$ cat config.mk
export PLATFORM = sky130hd
export DESIGN_NAME = pfsd_ctrl
export DESIGN_NICKNAME = d
export VERILOG_FILES = /design/src/rtl/pfsd_pkg.sv /design/src/rtl/pfsd_ctrl.sv
export SDC_FILE = /design/constraint.sdc
export NUM_CORES = 1
export LEC_CHECK = 0
export BUFFER_PORTS_ARGS = -buffer_cell sky130_fd_sc_hd__buf_4
export CAP_MARGIN = 15
export CORE_AREA = 2 2 39 41
export CTS_CLUSTER_DIAMETER = 120
export DETAILED_ROUTE_END_ITERATION = 8
export DIE_AREA = 0 0 41 43
export GPL_TIMING_DRIVEN = 0
export PLACE_DENSITY = 0.83
export SKIP_CTS_REPAIR_TIMING = 1
export SYNTH_ARGS = -nofsm -noshare
export SYNTH_HDL_FRONTEND = slang
export SYNTH_SLANG_ARGS = --single-unit
$ cat constraint.sdc
create_clock -name i_clk -period 2.5 [get_ports i_clk]
set_input_delay 0.75 -clock i_clk [delete_from_list [all_inputs] [get_ports i_clk]]
set_output_delay 0.75 -clock i_clk [all_outputs]
set_load 0.05 [all_outputs]
$ cat src/rtl/pfsd_pkg.sv
package pfsd_pkg;

    localparam int CFG_IDX_W  = 3;
    localparam int CFG_DATA_W = 16;
    localparam int CNT_W      = 32;

    localparam logic [CFG_IDX_W-1:0] REG_SYN_THR  = 3'd0;
    localparam logic [CFG_IDX_W-1:0] REG_SYN_REP  = 3'd1;
    localparam logic [CFG_IDX_W-1:0] REG_SCAN_THR = 3'd2;
    localparam logic [CFG_IDX_W-1:0] REG_SCAN_REP = 3'd3;
    localparam logic [CFG_IDX_W-1:0] REG_ICMP_THR = 3'd4;
    localparam logic [CFG_IDX_W-1:0] REG_ICMP_REP = 3'd5;

    localparam logic [15:0] RST_SYN_THR  = 16'd20;
    localparam logic [15:0] RST_SYN_REP  = 16'd50;
    localparam logic [6:0]  RST_SCAN_THR = 7'd15;
    localparam logic [6:0]  RST_SCAN_REP = 7'd20;
    localparam logic [15:0] RST_ICMP_THR = 16'd30;
    localparam logic [15:0] RST_ICMP_REP = 16'd50;

    localparam logic [7:0] PROTO_ICMP = 8'd1;
    localparam logic [7:0] PROTO_TCP  = 8'd6;
    localparam logic [7:0] PROTO_UDP  = 8'd17;

    localparam logic [15:0] PORT_HTTP  = 16'd80;
    localparam logic [15:0] PORT_HTTPS = 16'd443;
    localparam logic [15:0] PORT_SSH   = 16'd22;
    localparam logic [15:0] PORT_DNS   = 16'd53;
    localparam logic [15:0] PORT_DHCP  = 16'd67;

    typedef logic [3:0] t_cls;
    localparam t_cls CLS_HTTP      = 4'd0;
    localparam t_cls CLS_HTTPS     = 4'd1;
    localparam t_cls CLS_SSH       = 4'd2;
    localparam t_cls CLS_TCP_OTHER = 4'd3;
    localparam t_cls CLS_DNS       = 4'd4;
    localparam t_cls CLS_DHCP      = 4'd5;
    localparam t_cls CLS_UDP_OTHER = 4'd6;
    localparam t_cls CLS_ICMP      = 4'd7;
    localparam t_cls CLS_OTHER     = 4'd8;

    typedef logic [1:0] t_alert;
    localparam t_alert ALERT_NONE   = 2'd0;
    localparam t_alert ALERT_FIRST  = 2'd1;
    localparam t_alert ALERT_REPEAT = 2'd2;

    typedef struct packed {
        logic accept;
        logic srch_start;
        logic srch_step;
        logic sel_hit;
        logic claim;
        logic untracked;
        logic load;
        logic bump;
        logic lvl_cnt;
        logic walk_start;
        logic walk_step;
        logic padd;
        logic lvl_scan;
        logic out_load;
    } t_cmd;

    typedef struct packed {
        logic is_tcp;
        logic is_icmp;
        logic syn_pkt;
        logic srch_hit;
        logic srch_last;
        logic free_any;
        logic walk_end;
        logic div_done;
    } t_sts;

    function automatic t_cls classify(logic [7:0] proto, logic [15:0] sp, logic [15:0] dp);
        t_cls c;
        c = CLS_OTHER;
        if (proto == PROTO_TCP) begin
            if (dp == PORT_HTTP || sp == PORT_HTTP)        c = CLS_HTTP;
            else if (dp == PORT_HTTPS || sp == PORT_HTTPS) c = CLS_HTTPS;
            else if (dp == PORT_SSH || sp == PORT_SSH)     c = CLS_SSH;
            else                                           c = CLS_TCP_OTHER;
        end else if (proto == PROTO_UDP) begin
            if (dp == PORT_DNS || sp == PORT_DNS)          c = CLS_DNS;
            else if (dp == PORT_DHCP || sp == PORT_DHCP)   c = CLS_DHCP;
            else                                           c = CLS_UDP_OTHER;
        end else if (proto == PROTO_ICMP) begin
            c = CLS_ICMP;
        end
        return c;
    endfunction

    function automatic t_alert level_of(logic [CNT_W-1:0] cnt, logic [CNT_W-1:0] thr,
                                        logic rep_nz, logic rem_zero);
        t_alert a;
        a = ALERT_NONE;
        if (cnt == thr)                            a = ALERT_FIRST;
        else if (cnt > thr && rep_nz && rem_zero)  a = ALERT_REPEAT;
        return a;
    endfunction

endpackage

$ cat src/rtl/pfsd_ctrl.sv
module pfsd_ctrl (
    input  logic           i_clk,
    input  logic           i_rst_n,
    input  logic           i_in_valid,
    output logic           o_in_ready,
    output logic           o_out_valid,
    input  logic           i_out_ready,
    input  pfsd_pkg::t_sts i_sts,
    output pfsd_pkg::t_cmd o_cmd
);

    localparam logic [3:0] S_IDLE  = 4'd0;
    localparam logic [3:0] S_CHK   = 4'd1;
    localparam logic [3:0] S_SRCH  = 4'd2;
    localparam logic [3:0] S_LOAD  = 4'd3;
    localparam logic [3:0] S_BUMP  = 4'd4;
    localparam logic [3:0] S_DWC   = 4'd5;
    localparam logic [3:0] S_WINIT = 4'd6;
    localparam logic [3:0] S_WALK  = 4'd7;
    localparam logic [3:0] S_PADD  = 4'd8;
    localparam logic [3:0] S_DWS   = 4'd9;
    localparam logic [3:0] S_OUT   = 4'd10;

    logic [3:0] r_state, n_state;
    logic       r_out_vld;

    always_comb begin
        n_state = r_state;
        o_cmd   = '0;
        case (r_state)
            S_IDLE: begin
                if (i_in_valid) begin
                    o_cmd.accept = 1'b1;
                    n_state      = S_CHK;
                end
            end
            S_CHK: begin
                if (i_sts.is_tcp || i_sts.is_icmp) begin
                    o_cmd.srch_start = 1'b1;
                    n_state          = S_SRCH;
                end else begin
                    n_state = S_OUT;
                end
            end
            S_SRCH: begin
                o_cmd.srch_step = 1'b1;
                if (i_sts.srch_hit) begin
                    o_cmd.sel_hit = 1'b1;
                    n_state       = S_LOAD;
                end else if (i_sts.srch_last) begin
                    if (i_sts.free_any) begin
                        o_cmd.claim = 1'b1;
                        n_state     = S_LOAD;
                    end else begin
                        o_cmd.untracked = 1'b1;
                        n_state         = S_OUT;
                    end
                end
            end
            S_LOAD: begin
                o_cmd.load = 1'b1;
                n_state    = (i_sts.is_icmp || i_sts.syn_pkt) ? S_BUMP : S_WINIT;
            end
            S_BUMP: begin
                o_cmd.bump = 1'b1;
                n_state    = S_DWC;
            end
            S_DWC: begin
                if (i_sts.div_done) begin
                    o_cmd.lvl_cnt = 1'b1;
                    n_state       = i_sts.is_icmp ? S_OUT : S_WINIT;
                end
            end
            S_WINIT: begin
                o_cmd.walk_start = 1'b1;
                n_state          = S_WALK;
            end
            S_WALK: begin
                o_cmd.walk_step = 1'b1;
                if (i_sts.walk_end) n_state = S_PADD;
            end
            S_PADD: begin
                o_cmd.padd = 1'b1;
                n_state    = S_DWS;
            end
            S_DWS: begin
                if (i_sts.div_done) begin
                    o_cmd.lvl_scan = 1'b1;
                    n_state        = S_OUT;
                end
            end
            S_OUT: begin
                if (!r_out_vld || i_out_ready) begin
                    o_cmd.out_load = 1'b1;
                    n_state        = S_IDLE;
                end
            end
            default: n_state = S_IDLE;
        endcase
    end

    always_ff @(posedge i_clk) begin
        if (!i_rst_n) begin
            r_state   <= S_IDLE;
            r_out_vld <= 1'b0;
        end else begin
            r_state <= n_state;
            if (o_cmd.out_load)  r_out_vld <= 1'b1;
            else if (i_out_ready) r_out_vld <= 1'b0;
        end
    end

    assign o_in_ready  = (r_state == S_IDLE);
    assign o_out_valid = r_out_vld;

endmodule

# Word level (Yosys, flattened, before mapping)
# Cells that the tools add are included.
# totals
register_bits,5
in_bits,12
out_inout_bits,16
# classes
n_eq_ne,16
muxes,34
n_reduce_logical,7
# op_table
cell,n
4-bit 2-to-1 mux,11
4-bit one-hot mux with 11 select lines,1
1-bit 2-to-1 mux,19
4-bit by 3-bit equality test with 1-bit output (second input constant),4
4-bit equality test (second input constant),3
2-bit != test (second input constant),5
4-bit by 2-bit equality test with 1-bit output (second input constant),2
2-bit 2-to-1 mux,3
6-bit AND reduction,1
4-bit by 1-bit equality test with 1-bit output (second input constant),1
4-bit logical NOT,1
1-bit logical OR,3
3-bit != test (second input constant),1
2-bit nonzero test,1
1-bit logical NOT,1

# Depth between registers and ports, before layout
# Gate-level depths: netlist of run 1.
# depth
ltp_word,5
mapped_depth,6
mapped_depth_nobuf,4

# Worst setup path after synthesis of run 1
# OpenSTA, ideal clock, no wires.
# synth_path
path_kind,reg2out
from,reg r_state[1]
to,out o_cmd[13] in the netlist's numbering
arrival_time_ps,2789
required_ps,1750
path_slack_ps,-1039
stages_incl_launch_ff,5
n_path_buf,2
path_cell_list,dfxtp_1 buf_6 clkbuf_1 nor4_1 and2_1
# synth_rtl
item,line,text
from (decl),pfsd_ctrl.sv:24,"logic [3:0] r_state, n_state;"
from (signal assigned),pfsd_ctrl.sv:107,r_state <= n_state;
to (decl),pfsd_ctrl.sv:9,output pfsd_pkg::t_cmd o_cmd

==> results of run 1 <==
==> critical path: cells and delay by family, from the launching register on <==
kind | cells | cell delay [ns]
buffers and inverters | 2 | 0.29
AND/OR/NAND/NOR | 3 | 0.82
flip-flops | 1 | 0.30
==> cell usage in the layout, fill, tap and decap left out, types with 2 or more instances in the layout <==
cell / n
o21a_1: 2
clkbuf_4: 4
a21oi_1: 2
and2_1: 2
nand3b_1: 2
dfxtp_1: 4
mux2i_1: 3
nor3b_1: 2
nor2_1: 8
clkbuf_1: 2
nand2_1: 7
buf_4: 24
buf_6: 4
clkbuf_2: 3
nor2b_1: 2
nor4_2: 2
o21ai_0: 3
nor3_1: 5
==> final cells by class <==
cell class / instances / area share
plain buffers: 7 / 0.05909
clock buffers: 4 / 0.03182
inverters: 1 / 0.004545
multi-input cells: 61 / 0.5121
flip-flops and latches: 5 / 0.1227
well taps: 16 / 0.02424
repair buffers: 26 / 0.2455
==> layer usage <==
layer | vias up | part of all wire | routed length [um] | global-route usage
met5 | - | 0 | 0 | 0
met3 | 0 | 0.057 | 88 | 0.06283
met4 | 0 | 0 | 0 | 0.04000
met1 | 317 | 0.42 | 649 | 0.2692
li1 | 328 | - | - | -
met2 | 21 | 0.53 | 817 | 0.3094
==> metrics by stage <==
| stage | power (mW) | util |
|---|---|---|
| final | 0.8247 | 0.5967 |
| after global placement | 0.7037 | 0.5615 |
| after CTS | 0.8136 | 0.5805 |
| after global routing | 0.8841 | 0.5967 |
| after floorplan | 0.5695 | - |
| after detailed placement | 0.7146 | 0.5615 |
==> cell families (layout without fill, tap and decap cells) <==
group	Yosys count	in the layout	share of synthesized area
AOI/OAI and AO/OA	12	12	0.1522
buffers and inverters	8	38	0.08662
DFF	5	5	0.1874
and+or+nand+nor	45	45	0.5012
xor gates and xnor gates	1	1	0.01640
muxes	3	3	0.05621
==> Yosys cell counts (2+ instances only) <==
cell / instances / area [sq um]
o21ai_0: 3 / 15.01
nor3_1: 5 / 25.02
a21oi_1: 2 / 10.01
nor4b_1: 2 / 17.52
nor2_1: 10 / 37.54
nor2b_1: 2 / 12.51
o21a_1: 2 / 15.01
mux2i_1: 3 / 30.03
clkbuf_1: 4 / 15.01
nand2_1: 7 / 26.28
buf_6: 2 / 22.52
nor4_1: 2 / 12.51
dfxtp_1: 5 / 100.1
and2_1: 3 / 18.77
nand3b_1: 2 / 15.01
nor3b_1: 3 / 22.52
==> power groups by stage <==
stage | sequential, mW | clock (mW) | combinational [mW]
floorplan | 0.122 | 0 | 0.448
global placement | 0.126 | 0 | 0.578
detailed placement | 0.128 | 0 | 0.587
CTS | 0.126 | 0.0985 | 0.589
global route | 0.134 | 0.110 | 0.640
finish | 0.130 | 0.0940 | 0.601
==> registers in the layout, indices dropped and copies added (netlist names) <==
register and cells:
r_state 4, o_out_valid 1
==> path summary, 6_finish.rpt <==
| check | startpoint | cells past startpoint | slack, ns | endpoint |
|---|---|---|---|---|
| hold / removal | o_out_valid$_SDFFE_PN0P_ | 2 | 0.68 | o_out_valid$_SDFFE_PN0P_ |
| setup reg to reg | r_state[2]$_SDFFE_PN0P_ | 5 | 0.92 | r_state[1]$_SDFFE_PN0P_ |
| setup / recovery | r_state[2]$_SDFFE_PN0P_ | 5 | 0.09 | o_cmd[9] |
| hold reg to reg | o_out_valid$_SDFFE_PN0P_ | 2 | 0.68 | o_out_valid$_SDFFE_PN0P_ |
==> impl_metrics.yaml, run 1 <==
pwr:
  p_leak_nw: 0.3592
  max-vdd-ir-drop_mv: 0.4956
  seqPwrFrac: 0.157
  clockPowerShare: 0.114
  p_int_mw: 0.3875
  p_sw_frac: 0.5301
  power.switching_mw: 0.4371
  powerDensity_mw_per_mm2: 998.7
  combPwrFrac: 0.729
run_status:
  outcome: "finished clean"
synthesis:
  ys_seq_elements: 5
  yosysUniqueCellTypes: 33
  syn_area_per_cell_sq_um: 7.220
  synthFlopType: "dfxtp_1"
  ys_seq_area_frac: 0.1874
  yosys_warnings: 0
  synthesis.nets: 86
  syn_area_sq_um: 534.3
  async_reset_ff_frac: 0
  synth_edf_count: 0
  syn_inst: 74
global_route:
  grt_pass1_vias: 579
  grt_pass1_wl_um: 2456
  grt_overflow_total: 0
  grt_util_all_layers: 0.2016
  grt_start_max_net_pins: 11
  antenna_found_initial: 0
die:
  fp.dieArea_sq_mm: 0.001763
  fp.dieH_um: 43
  start_util: 0.3861
  die_w_um: 41
  rows: 14
  ios: 28
  coreArea_sq_mm: 0.001384
timing:
  finalCritPeriodShare: 0.9637
  rsz0062_at_grt: "true"
  relSlewSlack: 0.6988
  fin_ws_ns: 0.09086
  worst_pin_slew_ns: 0.4458
  final.min_clock_period_ns: 2.409
  whs_ns: 0.6760
  slew_violations: 0
  fmax_ghz: 0.4151
  fin_setup_tns_ns: 0
  final_hold_viol_count: 0
  report.final.setup_viol: 0
  skew_ns: 0.003807
layout:
  fillers: 133
  drive_above_1_share: 0.4519
  finalInstanceArea_sq_um: 825.8
  seq_area_sq_um: 101.3
  multiInputGateArea_sq_um: 422.9
  instances_no_fill: 120
  antenna_cells: 0
  finalNetCount: 117
  syn2layout_area_growth_pct: 54.57
placement:
  place_inst: 116
  pre_cts_ws_ns: 0.2677
  place_area_sq_um: 777.0
  place.gp.congestion: 0.8344
  port_buffers: 26
  dpl.hpwl_um: 1159
clocking:
  clockBufferDepth: 2
  cts.htree.levels: 1
  cts_tree: "done"
  cts.sinks: 5
  numCtsBuffers: 3
  clk_pin_slew_ns: 0.04
  worstSkewPairLatency_ns: 0.24
  clk_root_buffer_cell: "clkbuf_4"
drt:
  drt_iter0_markers: 5
  vias_per_cell: 5.550
  routed_wl_um: 1555
  vias: 666
  ant_nets: 0
  wl_per_cell_um: 12.96
  drc: 0
  firstDrtPassIters: 4
critical_path:
  path_max_fanout: 10
  cp-start-kind: "flip-flop"
  path_common_cell: "buf_6"
  critical_path_class: "reg2out"
  path_cells: "buf_6, or4b_4, nor2_4, and3_1, buf_6"
  slowest_stage: "or4b_4"
  cp-end-kind: "primary output"
  crit_arrival_ns: 1.66
  slowest_delay_ns: 0.53
  required_ns: 1.75
min_path:
  hp-class: "reg2reg"
job:
  maxCapViolations: 0
Note: power is estimated with default switching activity, not from simulation.
==> run 2: changes to the inputs <==
CORE_AREA = default   (was 2 2 39 41)
CORE_MARGIN = 2   (was default)
CORE_UTILIZATION = 25   (was default)
DIE_AREA = default   (was 0 0 41 43)
PLACE_DENSITY = 0.6   (was 0.83)
SLEW_MARGIN = 25   (was default)
==> run 2 against run 1 <==
  * Global-route usage shrank 8.3 points
  * Clock skew decreased by 0.0035 ns
  * Design area up 2.3%
  * Register-to-register slack got worse by 0.06 ns
  * Core utilization is 17 points lower
  * Worst hold slack improved by 0.0026 ns
  * Wire length is 5.8% lower
  * First-iteration DRC count grew 120%
==> impl_metrics.yaml, run 2 (synthesized netlist as in run 1, its figures left out) <==
run_status:
  outcome: "finished clean"
timing:
  whs_ns: 0.6786
  report.final.setup_viol: 0
  slew_violations: 0
  finalCritPeriodShare: 0.9745
  fmax_ghz: 0.4105
  final_hold_viol_count: 0
  rsz0062_at_grt: "false"
  worst_pin_slew_ns: 0.4460
  fin_setup_tns_ns: 0
  fin_ws_ns: 0.06378
  relSlewSlack: 0.6986
  skew_ns: 0.0003470
  final.min_clock_period_ns: 2.436
critical_path:
  critical_path_class: "reg2out"
  crit_arrival_ns: 1.69
  slowest_stage: "or4b_4"
  cp_num_cells: 5
  path_cells: "buf_6, or4b_4, nor2_4, and3_4, buf_8"
  cp-end-kind: "primary output"
  endpoint: "o_cmd[9]"
  required_ns: 1.75
  slowest_delay_ns: 0.58
  worst-r2r-setup-slack_ns: 0.86
  cp-start-kind: "flip-flop"
  reg2reg_to: "r_state[3]$_SDFFE_PN0P_"
  r2r_cells: 5
  crit_buf_inv: 2
  rr_startpoint: "r_state[3]$_SDFFE_PN0P_"
  crit_family: "simple AND/OR/NAND/NOR gates"
  startpoint: "r_state[2]$_SDFFE_PN0P_"
  path_max_fanout: 10
job:
  maxCapViolations: 0
drt:
  wl_per_cell_um: 11.18
  firstDrtPassIters: 4
  vias_per_cell: 4.802
  drt_iter0_markers: 11
  ant_nets: 0
  drc: 0
  vias: 629
  routed_wl_um: 1465
layout:
  finalNetCount: 117
  fillers: 205
  layout_common_cells: "buf_4 (24), nor2_1 (8), nand2_1 (7)"
  postLayoutCoreUtil: 0.4261
  regMostFlops: "r_state"
  antenna_cells: 0
  largest_reg_flops: 4
  final_common_cell: "buf_4"
  drive_above_1_share: 0.4327
  seq_area_sq_um: 100.1
  syn2layout_area_growth_pct: 58.08
  multiInputGateArea_sq_um: 427.9
die:
  rows: 16
  fp.dieH_um: 50.23
  die_w_um: 50.23
  ios: 28
  coreArea_sq_mm: 0.001982
  fp.dieArea_sq_mm: 0.002523
  start_util: 0.2696
clocking:
  worstSkewPairLatency_ns: 0.23
  clockBufferDepth: 2
  numCtsBuffers: 3
  cts.sinks: 5
  clk_root_buffer_cell: "clkbuf_4"
  cts.htree.levels: 1
  cts_tree: "done"
  clk_pin_slew_ns: 0.04
pwr:
  p_leak_nw: 0.3514
  powerDensity_mw_per_mm2: 959.1
  max-vdd-ir-drop_mv: 0.5207
placement:
  place.gp.congestion: 0.7232
  port_buffers: 26
  dpl.hpwl_um: 1162
  pre_cts_ws_ns: 0.2603
global_route:
  grt_pass1_wl_um: 2352
  grt_pass1_vias: 526
  grt_util_all_layers: 0.1191
  antenna_found_initial: 0
  grt_overflow_total: 0
  grt_start_max_net_pins: 11
min_path:
  hp-class: "reg2reg"
-- run 2: worst min-delay path by stage --
stage	startpoint	cells after the start	endpoint	slack [ns]
6_report	o_out_valid$_SDFFE_PN0P_	2	o_out_valid$_SDFFE_PN0P_	0.68
3_3_place_gp	o_out_valid$_SDFFE_PN0P_	2	o_out_valid$_SDFFE_PN0P_	0.66
5_1_grt	o_out_valid$_SDFFE_PN0P_	2	o_out_valid$_SDFFE_PN0P_	0.72
3_5_place_dp	o_out_valid$_SDFFE_PN0P_	2	o_out_valid$_SDFFE_PN0P_	0.68
4_1_cts	o_out_valid$_SDFFE_PN0P_	2	o_out_valid$_SDFFE_PN0P_	0.68
2_1_floorplan	r_state[0]$_SDFFE_PN0P_	2	o_out_valid$_SDFFE_PN0P_	0.68
-- run 2: through the flow --
stage,std cells,total power [mW],cell area [sq um]
detailed placement,127,0.7136,790.8
finish,131,0.8100,844.6
global route,131,0.8679,844.6
CTS,131,0.8030,817.0
global placement,127,0.7112,790.8
floorplan,74,0.5695,561.8
-- run 2: per-layer routing --
metal  vias to the layer above  routed length [um]  GRT usage
li1                        329                   -          -
met1                       277                 682     0.1643
met2                        23                 677     0.1886
met3                         0                 105    0.01488
met4                         0                   0    0.04167
met5                         -                   0          0
-- run 2: area by class of cell --
class,instances,area share
Sequential cell,5,0.1185
Multi-Input combinational cell,61,0.5067
Tap cell,27,0.04000
Clock buffer,4,0.03111
Inverter,1,0.004444
Timing Repair Buffer,26,0.2444
Buffer,7,0.05481
-- run 2: worst reg2reg max path, cell delays in order (launching register included) --
cell and delay (ns):
dfxtp_1 0.40, clkbuf_1 0.38, nand2b_1 0.32, nor3b_1 0.09, o31ai_1 0.23, mux2i_1 0.10
-- run 2: report_power, final --
| group | total [mW] | switching [mW] | internal, mW |
|---|---|---|---|
| combinational | 0.597 | 0.374 | 0.223 |
| sequential | 0.125 | 0.0241 | 0.101 |
| clock | 0.0878 | 0.0278 | 0.0600 |
| total | 0.810 | 0.426 | 0.384 |
